File: config.mk
export PLATFORM = sky130hd
export DESIGN_NAME = sgi_back
export DESIGN_NICKNAME = d
export VERILOG_FILES = /design/src/hdl/sgi_pkg.sv /design/src/hdl/sgi_back.sv
export SDC_FILE = /design/constraint.sdc
export NUM_CORES = 1
export LEC_CHECK = 0
export BUFFER_PORTS_ARGS = -buffer_cell sky130_fd_sc_hd__buf_4
export CAP_MARGIN = 20
export CORE_AREA = 2 2 243 221
export DETAILED_ROUTE_END_ITERATION = 8
export DIE_AREA = 0 0 245 223
export PLACE_DENSITY = 0.57
export SYNTH_ARGS = -nofsm -noshare
export SYNTH_HDL_FRONTEND = slang
export SYNTH_SLANG_ARGS = --single-unit
File: constraint.sdc
create_clock -name aclk -period 9.2 [get_ports aclk]
set_input_delay 0 -clock aclk [delete_from_list [all_inputs] [get_ports aclk]]
set_output_delay 0 -clock aclk [all_outputs]
set_load 0.05 [all_outputs]
File: src/hdl/sgi_pkg.sv
`timescale 1ns / 1ps
// ----------------------------------------------------------------------------
// sgi_pkg
// Shared types, codes and constants of the segment intersection block.
// ----------------------------------------------------------------------------
package sgi_pkg;

    localparam int IN_W           = 16;
    localparam int OUT_W          = 48;
    localparam int COORD_BITS_DEF = 16;
    localparam int FRAC_BITS_DEF  = 16;
    localparam int COORD_MAX      = 24;   // widest supported coordinate

    localparam logic [1:0] ST_PARALLEL = 2'd0;
    localparam logic [1:0] ST_OUTSIDE  = 2'd1;
    localparam logic [1:0] ST_WITHIN   = 2'd2;

    typedef struct packed {
        logic signed [IN_W-1:0] ax;
        logic signed [IN_W-1:0] ay;
        logic signed [IN_W-1:0] bx;
        logic signed [IN_W-1:0] by_coord;
        logic signed [IN_W-1:0] cx;
        logic signed [IN_W-1:0] cy;
        logic signed [IN_W-1:0] dx;
        logic signed [IN_W-1:0] dy;
    } sgi_in_t;

    typedef struct packed {
        logic [1:0]              status;
        logic signed [OUT_W-1:0] x_out;
        logic signed [OUT_W-1:0] y_out;
        logic                    saturated;
    } sgi_out_t;

    // Sideband that rides along the divider stages
    typedef struct packed {
        logic signed [COORD_MAX-1:0] ax;
        logic signed [COORD_MAX-1:0] ay;
        logic                        neg_x;
        logic                        neg_y;
        logic                        is_par;
        logic                        on_both;
    } sgi_side_t;

endpackage

File: src/hdl/sgi_back.sv
`timescale 1ns / 1ps
// ----------------------------------------------------------------------------
// sgi_back
// Quotient clamp, floor rounding, base add, 48-bit saturation and the
// output register.
// ----------------------------------------------------------------------------
module sgi_back #(
    parameter int FRAC_BITS = sgi_pkg::FRAC_BITS_DEF,
    parameter int NW        = 68,
    parameter int DW        = 35
) (
    input  logic                aclk,
    input  logic                aresetn,
    input  logic                en,
    input  logic                in_valid,
    input  sgi_pkg::sgi_side_t  in_side,
    input  logic [NW-1:0]       in_q_x,
    input  logic [NW-1:0]       in_q_y,
    input  logic [DW-1:0]       in_rem_x,
    input  logic [DW-1:0]       in_rem_y,
    output logic                out_valid,
    output sgi_pkg::sgi_out_t   out_data
);
    import sgi_pkg::*;

    localparam int QW = (NW > 64) ? NW : 64;
    localparam int SW = 66;
    localparam logic [QW-1:0]        QCAP = QW'(1) << 62;
    localparam logic signed [SW-1:0] MAXV = (SW'(1) <<< (OUT_W - 1)) - SW'(1);
    localparam logic signed [SW-1:0] MINV = -MAXV - SW'(1);

    // returns {saturated, value}
    function automatic logic [OUT_W:0] fin(
        input logic signed [COORD_MAX-1:0] base,
        input logic [NW-1:0]               q,
        input logic [DW-1:0]               rem,
        input logic                        neg
    );
        logic [QW-1:0]        qe;
        logic                 big;
        logic [63:0]          qc;
        logic                 rnz;
        logic signed [SW-1:0] bw;
        logic signed [SW-1:0] off;
        logic signed [SW-1:0] total;
        qe  = QW'(q);
        big = (qe > QCAP);
        qc  = big ? 64'(QCAP) : {1'b0, qe[62:0]};
        rnz = !big && (rem != '0);
        bw  = base;
        bw  = bw <<< FRAC_BITS;
        off = neg ? -$signed(SW'(qc + 64'(rnz))) : $signed(SW'(qc));
        total = bw + off;
        if (total > MAXV) begin
            return {1'b1, MAXV[OUT_W-1:0]};
        end else if (total < MINV) begin
            return {1'b1, MINV[OUT_W-1:0]};
        end else begin
            return {1'b0, total[OUT_W-1:0]};
        end
    endfunction

    logic [OUT_W:0] fx, fy;
    logic           valid_reg;
    sgi_out_t       data_reg;
    sgi_out_t       data_next;

    assign fx = fin(in_side.ax, in_q_x, in_rem_x, in_side.neg_x);
    assign fy = fin(in_side.ay, in_q_y, in_rem_y, in_side.neg_y);

    always_comb begin
        if (in_side.is_par) begin
            data_next = '0;
            data_next.status = ST_PARALLEL;
        end else begin
            data_next.status    = in_side.on_both ? ST_WITHIN : ST_OUTSIDE;
            data_next.x_out     = fx[OUT_W-1:0];
            data_next.y_out     = fy[OUT_W-1:0];
            data_next.saturated = fx[OUT_W] | fy[OUT_W];
        end
    end

    always_ff @(posedge aclk) begin
        if (!aresetn) begin
            valid_reg <= 1'b0;
        end else if (en) begin
            valid_reg <= in_valid;
        end
    end

    always_ff @(posedge aclk) begin
        if (en) begin
            data_reg <= data_next;
        end
    end

    assign out_valid = valid_reg;
    assign out_data  = data_reg;

endmodule

==> summary.md <==
| Metric | Value |
|---|---|
| Run status | `finished clean` |
| Die Wd | `245 um` |
| Final instance area | `25600 um2` |
| Final setup vio count | `0` |
| R2R depth | `3` |
| Synth cell count leaders | `391 x nand2_1, 279 x a21oi_1, 234 x ha_1` |
| WHS Path Cells | `1` |
| Leak | `12.9 nW` |
| FMAX | `112 MHz` |
| Initial antenna violation count | `0` |
| First-pass GRT wire length | `127 mm` |
| R2r setup slk | `8.06 ns` |
| Slew Viols, Final | `0` |
| CP max stage delay | `0.67 ns` |
| Vias per cell | `5.95` |
| Actual slew at the worst max-slew pin | `0.994 ns` |
| Clock skew | `0 ns` |
| CP max-delay cell | `nor4_1` |
| Crit path kind | `primary input to register` |
| Post-route ant nets | `0` |
| Number of port buffers | `361` |
| RSZ-0062 raised after global routing | `false` |
| Final core occ | `48.8%` |
| DRC errors left | `0` |
| Syn Nets | `3404` |
| Mean Syn Cell Area | `7.10 um2` |
| Share of power burned in registers | `18.8%` |
| Final TNS setup | `0 ns` |
| Clk_lat worst skew | `0.39 ns` |
| Vias in the first global route | `22300` |
| First-pass detailed-route iteration total | `5` |
| Share of layout cells above drive strength 1 | `17.9%` |
| Total power | `3.40 mW` |
| Area after DPL | `25200 um2` |
| Vert. Die Dim | `223 um` |
| Worst slew margin | `33.7%` |
| Rows | `80` |
| Peak VDD IR | `0.000158 V` |
| HP Class | `primary input to register` |
| Final worst setup slack | `0.257 ns` |
| Total gr overflow | `0` |
| Register area share after synthesis | `14.5%` |
| Crit share post-route | `97.2%` |
| Tot GR Track Use | `29.6%` |
| Drt first-iter violations | `1869` |
| Num ports | `362` |
| Max-cap violations | `0` |
| Synth Instances | `2906` |
| Clock Sinks | `100` |
| Final hold vios | `0` |
| Worst-case clock buffer depth | `2` |
| Area growth syn-to-layout | `23.8%` |
| GPL Wtd Cong | `0.993` |
| Top FF cell, synth | `edfxtp_1` |
| Fillers | `5300` |
| Mapped Area | `20600 um2` |
| Wire length per cell | `21.1 um` |
| CTS tree | `done` |
| Yosys top cell by area | `edfxtp_1` |
| Top Metal Used | `met4` |
| Synth unique cells | `82` |
| Max Fanout on Critical Path | `27` |
| Total CTS buffers | `9` |
| Inserted Diodes | `0` |
| DIE AREA | `54600 um2` |
| Core Area | `52400 um2` |
| DP Wirelength | `71.3 mm` |
| Total Routed Length | `84.7 mm` |
| Clk pwr share | `12.4%` |
| Async SR Flop Fraction | `0%` |
| Wire length on met3 | `6.72 mm` |
| Pre-CTS setup slack | `-0.0535 ns` |
| Synth Warn # | `0` |
| Number of synthesized flops with an enable pin | `99` |
| Metal2 WL | `36.3 mm` |
| Root Buffer | `clkbuf_16` |
| Pwr per Cell Area | `133 nW/um2` |
| Initial Utilization | `39.4%` |
| Setup crit start kind | `primary input` |
| CTS HTree Levels | `3` |
| Sw Share | `49.2%` |
| Comb pwr share | `68.7%` |
| Final Net Count | `3815` |
| Capturing element type of the critical path | `register` |
| WP data arrival | `9.19 ns` |
| Vias | `23900` |
| Critical Path RT | `9.45 ns` |
| Min cycle time layout | `8.94 ns` |
| Most frequent cell after synthesis | `nand2_1` |
| Synth area leaders | `edfxtp_1 14%, ha_1 14%, nand2_1 7.1%` |
| Yosys top cell area share | `14.4%` |
| Pin count of the biggest net entering global routing | `87` |
| Sw Pwr | `1.67 mW` |
| Synth Register Bits | `100` |
| Int Power | `1.72 mW` |
| Post-CTS Setup Bufs | `0` |
| WL met1 | `39.0 mm` |
| Clock transition at path regs | `0.09 ns` |
-- logic make-up after synthesis --
group	Yosys count	synth area share [%]
flops	100	14.5
compound gates	1059	33.2
buf+inv	328	6.16
xor+xnor	180	7.64
fa+ha+maj	236	14.4
simple gates	974	22.7
mux	29	1.42
-- stage by stage --
stage,hold WS (ns),cells
6_report,0.0475,4019
5_1_grt,0.0575,4019
4_1_cts,0.0363,4019
3_5_place_dp,0.236,4000
3_3_place_gp,0.224,4000
2_1_floorplan,0.112,2906
-- final cells by class --
type,count,area (um2),share of cell area [%]
Timing Repair Buffer,545,4220,16.5
Clock inverter,7,88.8,0.348
Inverter,183,687,2.69
Clock buffer,9,225,0.881
Tap cell,697,872,3.41
Sequential cell,100,2990,11.7
Multi-Input combinational cell,2478,16500,64.4
-- repair_timing --
item	CTS	global route
hold endpoints to repair	3	0
gates resized for setup	0	4
hold buffers	3	0
endpoints found under the setup margin	0	48
-- final timing paths --
| path | endpoint | from |
|---|---|---|
| min reg2reg | out_valid | out_valid |
| max reg2reg | out_valid | out_valid |
| min | out_data[4] | en |
| max | out_data[57] | in_q_x[51] |
-- cells in the final DEF, fill, tap and decap left out, drive strengths merged, types with 13 or more instances in the layout --
cell type / instances
a211o: 14
a211oi: 42
a21boi: 25
a21o: 135
a21oi: 281
a31oi: 29
and2: 20
and3: 33
buf: 542
edfxtp: 99
ha: 234
inv: 187
mux2i: 26
nand2: 391
nand2b: 30
nand3: 65
nand4: 63
nor2: 154
nor2b: 39
nor3: 51
nor4: 61
o2111ai: 13
o211ai: 31
o21a: 49
o21ai: 232
o21bai: 46
o31ai: 52
or3: 17
xnor2: 109
xor2: 71
-- power groups by stage --
stage          clock network [mW]  registers (mW)  logic (mW)
5_1_grt                     0.444           0.645        2.50
2_1_floorplan                   0           0.905        1.16
3_5_place_dp                    0           0.648        2.28
3_3_place_gp                    0           0.650        2.28
4_1_cts                     0.433           0.640        2.30
6_report                    0.422           0.640        2.33
-- critical path, delay by kind of cell --
kind / cells / cell delay, ns
compound gates: 14 / 3.16
buf+inv: 4 / 0.73
xor+xnor: 1 / 0.20
simple gates: 11 / 4.19
fa+ha+maj: 2 / 0.85
-- state kept, by name, summed over array words and instances, names as in the netlist --
signal     flops
out_valid      1
out_data      99
-- per-layer routing --
layer  track usage [%]  vias to the layer above
met4              9.68                        0
met3              6.06                      112
li1                  -                    11600
met5             0.535                        -
met2              45.5                      925
met1              41.2                    11300
No activity file was read; power rests on OpenSTA's default activity.
