File: src/hdl/sgi_pkg.sv
`timescale 1ns / 1ps
// ----------------------------------------------------------------------------
// sgi_pkg
// Shared types, codes and constants of the segment intersection block.
// ----------------------------------------------------------------------------
package sgi_pkg;

    localparam int IN_W           = 16;
    localparam int OUT_W          = 48;
    localparam int COORD_BITS_DEF = 16;
    localparam int FRAC_BITS_DEF  = 16;
    localparam int COORD_MAX      = 24;   // widest supported coordinate

    localparam logic [1:0] ST_PARALLEL = 2'd0;
    localparam logic [1:0] ST_OUTSIDE  = 2'd1;
    localparam logic [1:0] ST_WITHIN   = 2'd2;

    typedef struct packed {
        logic signed [IN_W-1:0] ax;
        logic signed [IN_W-1:0] ay;
        logic signed [IN_W-1:0] bx;
        logic signed [IN_W-1:0] by_coord;
        logic signed [IN_W-1:0] cx;
        logic signed [IN_W-1:0] cy;
        logic signed [IN_W-1:0] dx;
        logic signed [IN_W-1:0] dy;
    } sgi_in_t;

    typedef struct packed {
        logic [1:0]              status;
        logic signed [OUT_W-1:0] x_out;
        logic signed [OUT_W-1:0] y_out;
        logic                    saturated;
    } sgi_out_t;

    // Sideband that rides along the divider stages
    typedef struct packed {
        logic signed [COORD_MAX-1:0] ax;
        logic signed [COORD_MAX-1:0] ay;
        logic                        neg_x;
        logic                        neg_y;
        logic                        is_par;
        logic                        on_both;
    } sgi_side_t;

endpackage

File: src/hdl/sgi_div_stage.sv
`timescale 1ns / 1ps
// ----------------------------------------------------------------------------
// sgi_div_stage
// One restoring step for both coordinates: one quotient bit per stage.
// Dividend shifts out the top while quotient bits shift in at the bottom.
// ----------------------------------------------------------------------------
module sgi_div_stage #(
    parameter int NW = 68,
    parameter int DW = 35
) (
    input  logic                aclk,
    input  logic                aresetn,
    input  logic                en,
    input  logic                in_valid,
    input  sgi_pkg::sgi_side_t  in_side,
    input  logic [NW-1:0]       in_dvd_x,
    input  logic [NW-1:0]       in_dvd_y,
    input  logic [DW-1:0]       in_rem_x,
    input  logic [DW-1:0]       in_rem_y,
    input  logic [DW-1:0]       in_div,
    output logic                out_valid,
    output sgi_pkg::sgi_side_t  out_side,
    output logic [NW-1:0]       out_dvd_x,
    output logic [NW-1:0]       out_dvd_y,
    output logic [DW-1:0]       out_rem_x,
    output logic [DW-1:0]       out_rem_y,
    output logic [DW-1:0]       out_div
);
    import sgi_pkg::*;

    logic [DW:0]   tx, ty, dfx, dfy, dz;
    logic          gex, gey;
    logic          valid_reg;
    sgi_side_t     side_reg;
    logic [NW-1:0] dvdx_reg, dvdy_reg;
    logic [DW-1:0] remx_reg, remy_reg, div_reg;
    logic [NW-1:0] dvdx_next, dvdy_next;
    logic [DW-1:0] remx_next, remy_next;

    assign dz  = {1'b0, in_div};
    assign tx  = {in_rem_x, in_dvd_x[NW-1]};
    assign ty  = {in_rem_y, in_dvd_y[NW-1]};
    assign gex = (tx >= dz);
    assign gey = (ty >= dz);
    assign dfx = tx - dz;
    assign dfy = ty - dz;

    assign remx_next = gex ? dfx[DW-1:0] : tx[DW-1:0];
    assign remy_next = gey ? dfy[DW-1:0] : ty[DW-1:0];
    assign dvdx_next = {in_dvd_x[NW-2:0], gex};
    assign dvdy_next = {in_dvd_y[NW-2:0], gey};

    always_ff @(posedge aclk) begin
        if (!aresetn) begin
            valid_reg <= 1'b0;
        end else if (en) begin
            valid_reg <= in_valid;
        end
    end

    always_ff @(posedge aclk) begin
        if (en) begin
            side_reg <= in_side;
            dvdx_reg <= dvdx_next;
            dvdy_reg <= dvdy_next;
            remx_reg <= remx_next;
            remy_reg <= remy_next;
            div_reg  <= in_div;
        end
    end

    assign out_valid = valid_reg;
    assign out_side  = side_reg;
    assign out_dvd_x = dvdx_reg;
    assign out_dvd_y = dvdy_reg;
    assign out_rem_x = remx_reg;
    assign out_rem_y = remy_reg;
    assign out_div   = div_reg;

endmodule

File: config.mk
export PLATFORM = sky130hd
export DESIGN_NAME = sgi_div_stage
export DESIGN_NICKNAME = d
export VERILOG_FILES = /design/src/hdl/sgi_pkg.sv /design/src/hdl/sgi_div_stage.sv
export SDC_FILE = /design/constraint.sdc
export NUM_CORES = 1
export LEC_CHECK = 0
export BUFFER_PORTS_ARGS = -buffer_cell sky130_fd_sc_hd__buf_4
export CAP_MARGIN = 30
export CORE_UTILIZATION = 25
export CTS_BUF_LIST = sky130_fd_sc_hd__clkbuf_4
export CTS_CLUSTER_DIAMETER = 30
export DETAILED_ROUTE_END_ITERATION = 8
export PLACE_DENSITY_LB_ADDON = 0.05
export SLEW_MARGIN = 5
export SYNTH_ARGS = -nofsm -noshare
export SYNTH_HDL_FRONTEND = slang
export SYNTH_SLANG_ARGS = --single-unit
File: constraint.sdc
create_clock -name aclk -period 7.5 [get_ports aclk]
set_input_delay 0.75 -clock aclk [delete_from_list [all_inputs] [get_ports aclk]]
set_output_delay 0.75 -clock aclk [all_outputs]
set_load 0.02 [all_outputs]
==> metrics, run 1 <==
largest net degree at the start of global routing around 130; Setup Skew 0 ns; DP HPWL about 43 mm; Setup violations, final 0; Mapped Cells about 1.1k; clk sinks 294; Peak supply drop roughly 0.00011 V; via count between 10k and 15k; power consumption slightly below 5 mW; Die ar. 56,200 µm²; Primary FF master, synth edfxtp_1; Overall Global Routing Usage 0.190; Post-synth EDFFs approximately 290; Area growth syn-to-layout 58.2%; Hold Path Class in2reg; Reg area 8820 µm²; GR Util met1 0.208; Worst Hold End out_side[34]$_DFFE_PP_; clock root buffer clkbuf_4; crit path DAT 4.83 ns; antenna violations before repair 9; Ys Warns 0; flops & latches, synth a little under 300; combinational share of power 0.252; die width between 200 and 250 µm; power per cell area ~220 nW/µm²; IO Pins 591; Post-route DRC 0; Synth cell types 77; WHS 0.108 ns; # fillers between 5k and 6k; measured slew at the worst slew-check pin between 0.8 and 0.9 ns; Cell Int Power roughly 3.3 mW; core area 54,100 µm²; Mapped Area around 14,000 µm²; Synth Area per Inst between 10 and 15 µm²; Reg2Reg Setup Slack roughly 7 ns; outcome completed; CP Max Fanout 46; Seq/Total Area, Yosys 0.639; # placed instances 2,317; H-Tree Depth 3; Rows between 80 and 90; global-route wire length before repair between 70 and 80 mm; cts repair resizes 0; post-DR wirelength/cell approximately 20 µm; GRT met2 Usage 0.344; clk buf depth 3; RSZ-0062 raised after global routing no; Data required, critical path around 8.1 ns; GRT busiest layer met2; switching share of power 0.311; Tmin final about 4.3 ns; Synth top area share 0.637; area leader, netlist edfxtp_1; ANT nets after route 0; R2R Path Start out_valid$_SDFFE_PN0P_; Worst-Skew Late Latency between 0.8 and 0.9 ns; setup TNS 0 ns; Vias per Instance 4.48; M3 GR Usage 0.0624; Reg2Reg Depth 2; non-filler instance count after layout around 2.7k; PortBufs slightly below 600; gpl congestion about 0.81; Reg-to-Reg End out_valid$_SDFFE_PN0P_; layout cells sized above 1 0.384; most frequent cell after synthesis edfxtp_1; Leak 9.31 nW; fin util 0.403; synth cell count leaders edfxtp_1 (293), a21oi_1 (97), nand2_1 (90); nature of the critical path endpoint flip-flop; dominant cells by area after synthesis edfxtp_1 (64%), ha_1 (6.3%), a21oi_1 (3.5%), nand2_1 (2.4%), xnor2_1 (2.0%); Final Hold Fails 0; Switching Power approximately 1.5 mW; final slew viol count 0; hold depth 1; headroom to the max-slew limit 0.401; Initial Utilization 0.255; CTS clock-pin slew for the worst setup and hold paths 0.06 ns; hold path start in_side[34]; number of max-cap violations 0; Syn Nets between 1k and 1.5k; drt pass-1 iters 5; Overflow after GRT 0; Worst Setup Path Type in2reg; Clk pwr share 0.322; Num CTS Buffers 96; fmax between 200 and 250 MHz; CTS tree built; Post-Route WL 54.5 mm; nets@finish between 2k and 2.5k; footprint of the multi-input gates roughly 4500 µm²; post-synthesis async set-or-reset flop share 0; Iter 0 DRT Violations 525; Reg power frac 0.426; vias in the first global route 12.3k; die height approximately 240 µm; launching element type of the critical path input port; Final Cycle Share 0.569
[critical path, cell delays in order]
cell and delay, ns:
dlygate4sd3_1 0.53, buf_4 0.11, inv_1 0.10, ha_1 0.38, nand2_1 0.10, a211oi_1 0.30, o2111ai_1 0.33, a211oi_1 0.53
o31a_1 0.25, or2_2 0.71, buf_4 0.37, mux2_2 0.36
[sequential cells by signal (all words and copies together) (netlist names)]
name       cells
out_dvd_x     68
out_rem_x     35
out_div       35
out_rem_y     35
out_dvd_y     68
out_side      52
out_valid      1
[worst max path at each step]
| stage | startpoint | to | slack [ns] | cells past startpoint |
|---|---|---|---|---|
| after floorplan | in_dvd_y[67] | out_rem_y[27]$_DFFE_PP_ | 4.11 | 12 |
| after global placement | in_dvd_y[67] | out_rem_y[3]$_DFFE_PP_ | 2.79 | 12 |
| after detailed placement | in_div[0] | out_rem_y[4]$_DFFE_PP_ | 2.72 | 11 |
| after CTS | in_div[5] | out_rem_y[4]$_DFFE_PP_ | 3.40 | 12 |
| after global routing | in_div[4] | out_rem_y[3]$_DFFE_PP_ | 3.10 | 12 |
| final | in_div[5] | out_rem_y[4]$_DFFE_PP_ | 3.24 | 12 |
[cell families after synthesis]
group                    synth area share
XOR/XNOR                           0.0355
AO/OA/AOI/OAI                       0.125
multiplexers                      0.00952
flip-flops                          0.639
AND/OR/NAND/NOR                    0.0917
buffers and inverters              0.0332
adder cells (fa/ha/maj)            0.0664
[through the flow]
stage | instance area (µm²) | setup slack [ns]
after detailed placement | 18900 | 2.72
after CTS | 21800 | 3.40
after floorplan | 13800 | 4.11
final | 21800 | 3.24
after global placement | 18900 | 2.79
after global routing | 21800 | 3.10
[placed cells by master (no fill, tap or decap), types with 41 or more instances in the layout]
master,count
edfxtp_1,293
o21ai_0,41
nor2_1,63
clkbuf_4,124
dlygate4sd3_1,176
nand2_1,90
ha_1,70
a21oi_1,97
buf_4,592
inv_1,56
[routing by layer]
layer  part of all wire  wire [µm]
met4              0.022       1220
met1               0.38      20800
met3              0.073       3970
met2               0.52      28400
met5             0.0016         89
[layout make-up]
cell class	count	area share
multi-input combinational	677	0.207
timing repair buffer	770	0.286
antenna	6	0.000687
clock inverter	48	0.0105
tap	696	0.0399
clock buffer	124	0.0426
inverter	56	0.00962
sequential	294	0.404
[timing repair]
action / CTS / global route
hold endpoints to repair: 176 / 0
buffers inserted: 0 / 0
hold buffers: 176 / 0
[power groups by stage]
| stage | Sequential, mW | Combinational (mW) | Clock, mW |
|---|---|---|---|
| after global placement | 2.09 | 1.15 | 0 |
| after floorplan | 2.29 | 0.379 | 0 |
| after global routing | 2.07 | 1.30 | 1.71 |
| final | 2.05 | 1.22 | 1.55 |
| after CTS | 2.05 | 1.23 | 1.63 |
| after detailed placement | 2.09 | 1.14 | 0 |
Note: power is estimated with default switching activity, not from simulation.
==> inputs of run 2 (changes only) <==
--- a/config.mk
+++ b/config.mk
@@ -5,6 +5,7 @@
 export SDC_FILE = /design/constraint.sdc
 export NUM_CORES = 1
 export LEC_CHECK = 0
+export ABC_AREA = 1
 export BUFFER_PORTS_ARGS = -buffer_cell sky130_fd_sc_hd__buf_4
 export CAP_MARGIN = 30
 export CORE_UTILIZATION = 25
==> constraint.sdc (replaced) <==
create_clock -name aclk -period 3.7 [get_ports aclk]
set_input_delay 0.37 -clock aclk [delete_from_list [all_inputs] [get_ports aclk]]
set_output_delay 0.37 -clock aclk [all_outputs]
set_load 0.02 [all_outputs]
==> metrics, run 2 <==
clk sinks between 200 and 300; Overall Global Routing Usage 0.199; Seq/Total Area, Yosys 0.579; RSZ-0062 raised after global routing no; Setup Fix Bufs, Post-CTS 0; setup TNS 0 ns; Data required, critical path roughly 4.2 ns; hold depth 6; nature of the critical path endpoint flip-flop; core area about 60,000 µm²; Worst-Skew Late Latency slightly below 0.8 ns; antenna violations before repair 2; Setup violations, final 0; Rows 90; Tmin final 2.66 ns; Num CTS Buffers between 90 and 100; commonest non-fill, non-tap cells in the layout buf_4 (596), nand2_1 (586), dlygate4sd3_1 (294); Ys Warns 0; synth cell count leaders nand2_1 (586), edfxtp_1 (293), inv_1 (238); die width between 200 and 250 µm; R2R Path Start out_valid$_SDFFE_PN0P_; Synth cell types 34; via count around 14k; # placed instances 2,964; Reg2Reg Depth 3; Reg-to-Reg End out_valid$_SDFFE_PN0P_; power per cell area roughly 410 nW/µm²; Synth top area share 0.578; IO Pins around 590; Die ar. between 60,000 and 70,000 µm²; H-Tree Depth 3; Setup Skew 0 ns; Post-synth EDFFs ~290; Post-route DRC 0; outcome completed; cts repair resizes 0; dominant cells by area after synthesis edfxtp_1 (58%), nand2_1 (14%), inv_1 (5.9%), ha_1 (5.8%), nor2_1 (2.6%); Syn Nets 1,966; Leak between 10 and 15 nW; flops & latches, synth between 200 and 300; Area growth syn-to-layout 62.1%; Final Cycle Share 0.718; Worst Setup Path Type in2reg; Synth Area in Adders 0.0602; Place WS approximately 0.77 ns; largest family of logic cells by synthesized area simple AND/OR/NAND/NOR gates; final slew viol count 0; Vias per Instance approximately 4.2; Iter 0 DRT Violations approximately 570; launching element type of the critical path input port; largest net degree at the start of global routing roughly 80; PortBufs a little under 600; Initial Utilization 0.253; global-route wire length before repair 92.5 mm; fin util 0.409; Post-Route WL around 62 mm; headroom to the max-slew limit 0.509; vias in the first global route 15.3k; Overflow after GRT 0; die height 249 µm; CTS tree built; Synth Area per Inst 9.53 µm²; # fillers 6,092; Reg2Reg Setup Slack around 2.5 ns; Hold Path Class in2reg; clock root buffer clkbuf_4; number of max-cap violations 0; most common cell after layout, fill and taps aside buf_4; drt pass-1 iters 5; CTS clock-pin slew for the worst setup and hold paths 0.06 ns; Worst Hold End out_rem_y[23]$_DFFE_PP_; nets@finish 2,940; most frequent cell after synthesis nand2_1; crit path DAT ~3.2 ns; hold path start in_rem_y[34]; Compound-Gate Fraction of Synth Area 0.0307; layout cells sized above 1 0.308; Primary FF master, synth edfxtp_1; Final Hold Fails 0; Mapped Cells between 1.5k and 2k; XOR/XNOR share of the synthesized area 0.0207; post-synthesis mux area share 0; area leader, netlist edfxtp_1; DP HPWL ~50 mm; fmax ~380 MHz; measured slew at the worst slew-check pin approximately 0.74 ns; power consumption between 10 and 15 mW; CP Max Fanout 38; post-synthesis async set-or-reset flop share 0; clk buf depth 3; Mapped Area ~15,000 µm²; gpl congestion just over 0.9; non-filler instance count after layout about 3.4k; setup ws final 1.04 ns; Peak supply drop roughly 0.00019 V; Post-Synth Simple-Gate Area 0.238; post-DR wirelength/cell 18.2 µm; ANT nets after route 0
run 2: cell type report:
class | count | area [µm²] | area share
Sequential cell | 294 | 8820 | 0.357
Multi-Input combinational cell | 1042 | 5320 | 0.216
Timing Repair Buffer | 893 | 7470 | 0.303
Clock buffer | 131 | 983 | 0.0399
Tap cell | 782 | 978 | 0.0397
Inverter | 247 | 930 | 0.0377
Clock inverter | 29 | 154 | 0.00624
Antenna cell | 3 | 7.51 | 0.000304
run 2: routing by layer:
metal	vias to the layer above	track usage	share of wire
met1	6764	0.232	0.42
met3	79	0.0428	0.048
met4	0	0.0685	0.022
met5	-	0	0
li1	7195	-	-
met2	422	0.358	0.51
run 2: worst max-delay path by stage:
stage | start | to | slack, ns | cells past startpoint
detailed placement | in_dvd_x[67] | out_rem_x[0]$_DFFE_PP_ | 0.77 | 15
global route | in_dvd_x[67] | out_rem_x[0]$_DFFE_PP_ | 0.82 | 16
CTS | in_div[0] | out_rem_x[0]$_DFFE_PP_ | 1.13 | 15
finish | in_div[0] | out_rem_x[0]$_DFFE_PP_ | 1.04 | 15
floorplan | in_dvd_x[67] | out_rem_x[33]$_DFFE_PP_ | 1.43 | 16
global placement | in_dvd_x[67] | out_rem_x[0]$_DFFE_PP_ | 0.80 | 15
run 2: stage by stage:
step / instance area [µm²] / hold WS [ns]
finish: 24700 / 0.236
global route: 24700 / 0.158
CTS: 24700 / 0.106
detailed placement: 20600 / 0.533
global placement: 20600 / 0.539
floorplan: 15200 / 0.463
run 2: cell families after synthesis:
kind of cell / count (synthesis)
compound gates: 87
xor+xnor: 36
fa+ha+maj: 72
buf+inv: 261
flops: 294
simple gates: 847
run 2: report_power, final:
| part | total, mW | leakage (nW) | internal [mW] | switching [mW] |
|---|---|---|---|---|
| Clock | 3.14 | 0.681 | 1.64 | 1.50 |
| Sequential | 4.15 | 2.87 | 4.06 | 0.0948 |
| Combinational | 2.73 | 8.25 | 1.15 | 1.58 |
| Total | 10.0 | 11.8 | 6.85 | 3.17 |
run 2: critical path: stages:
cell,delay [ns]
dlygate4sd3_1,0.55
buf_4,0.16
ha_1,0.21
fa_1,0.41
inv_1,0.11
nand3_1,0.07
nand3_1,0.15
nand3_1,0.11
nand3_2,0.12
nand2_1,0.08
nand2_1,0.10
nand2_1,0.07
nand2_2,0.08
buf_4,0.41
o21ai_0,0.17
run 2: what timing repair did:
| action | 4_1_cts | 5_1_grt |
|---|---|---|
| hold buffers | 294 | 0 |
| endpoints found under the hold margin | 300 | 0 |
| setup endpoints to repair | 0 | 0 |
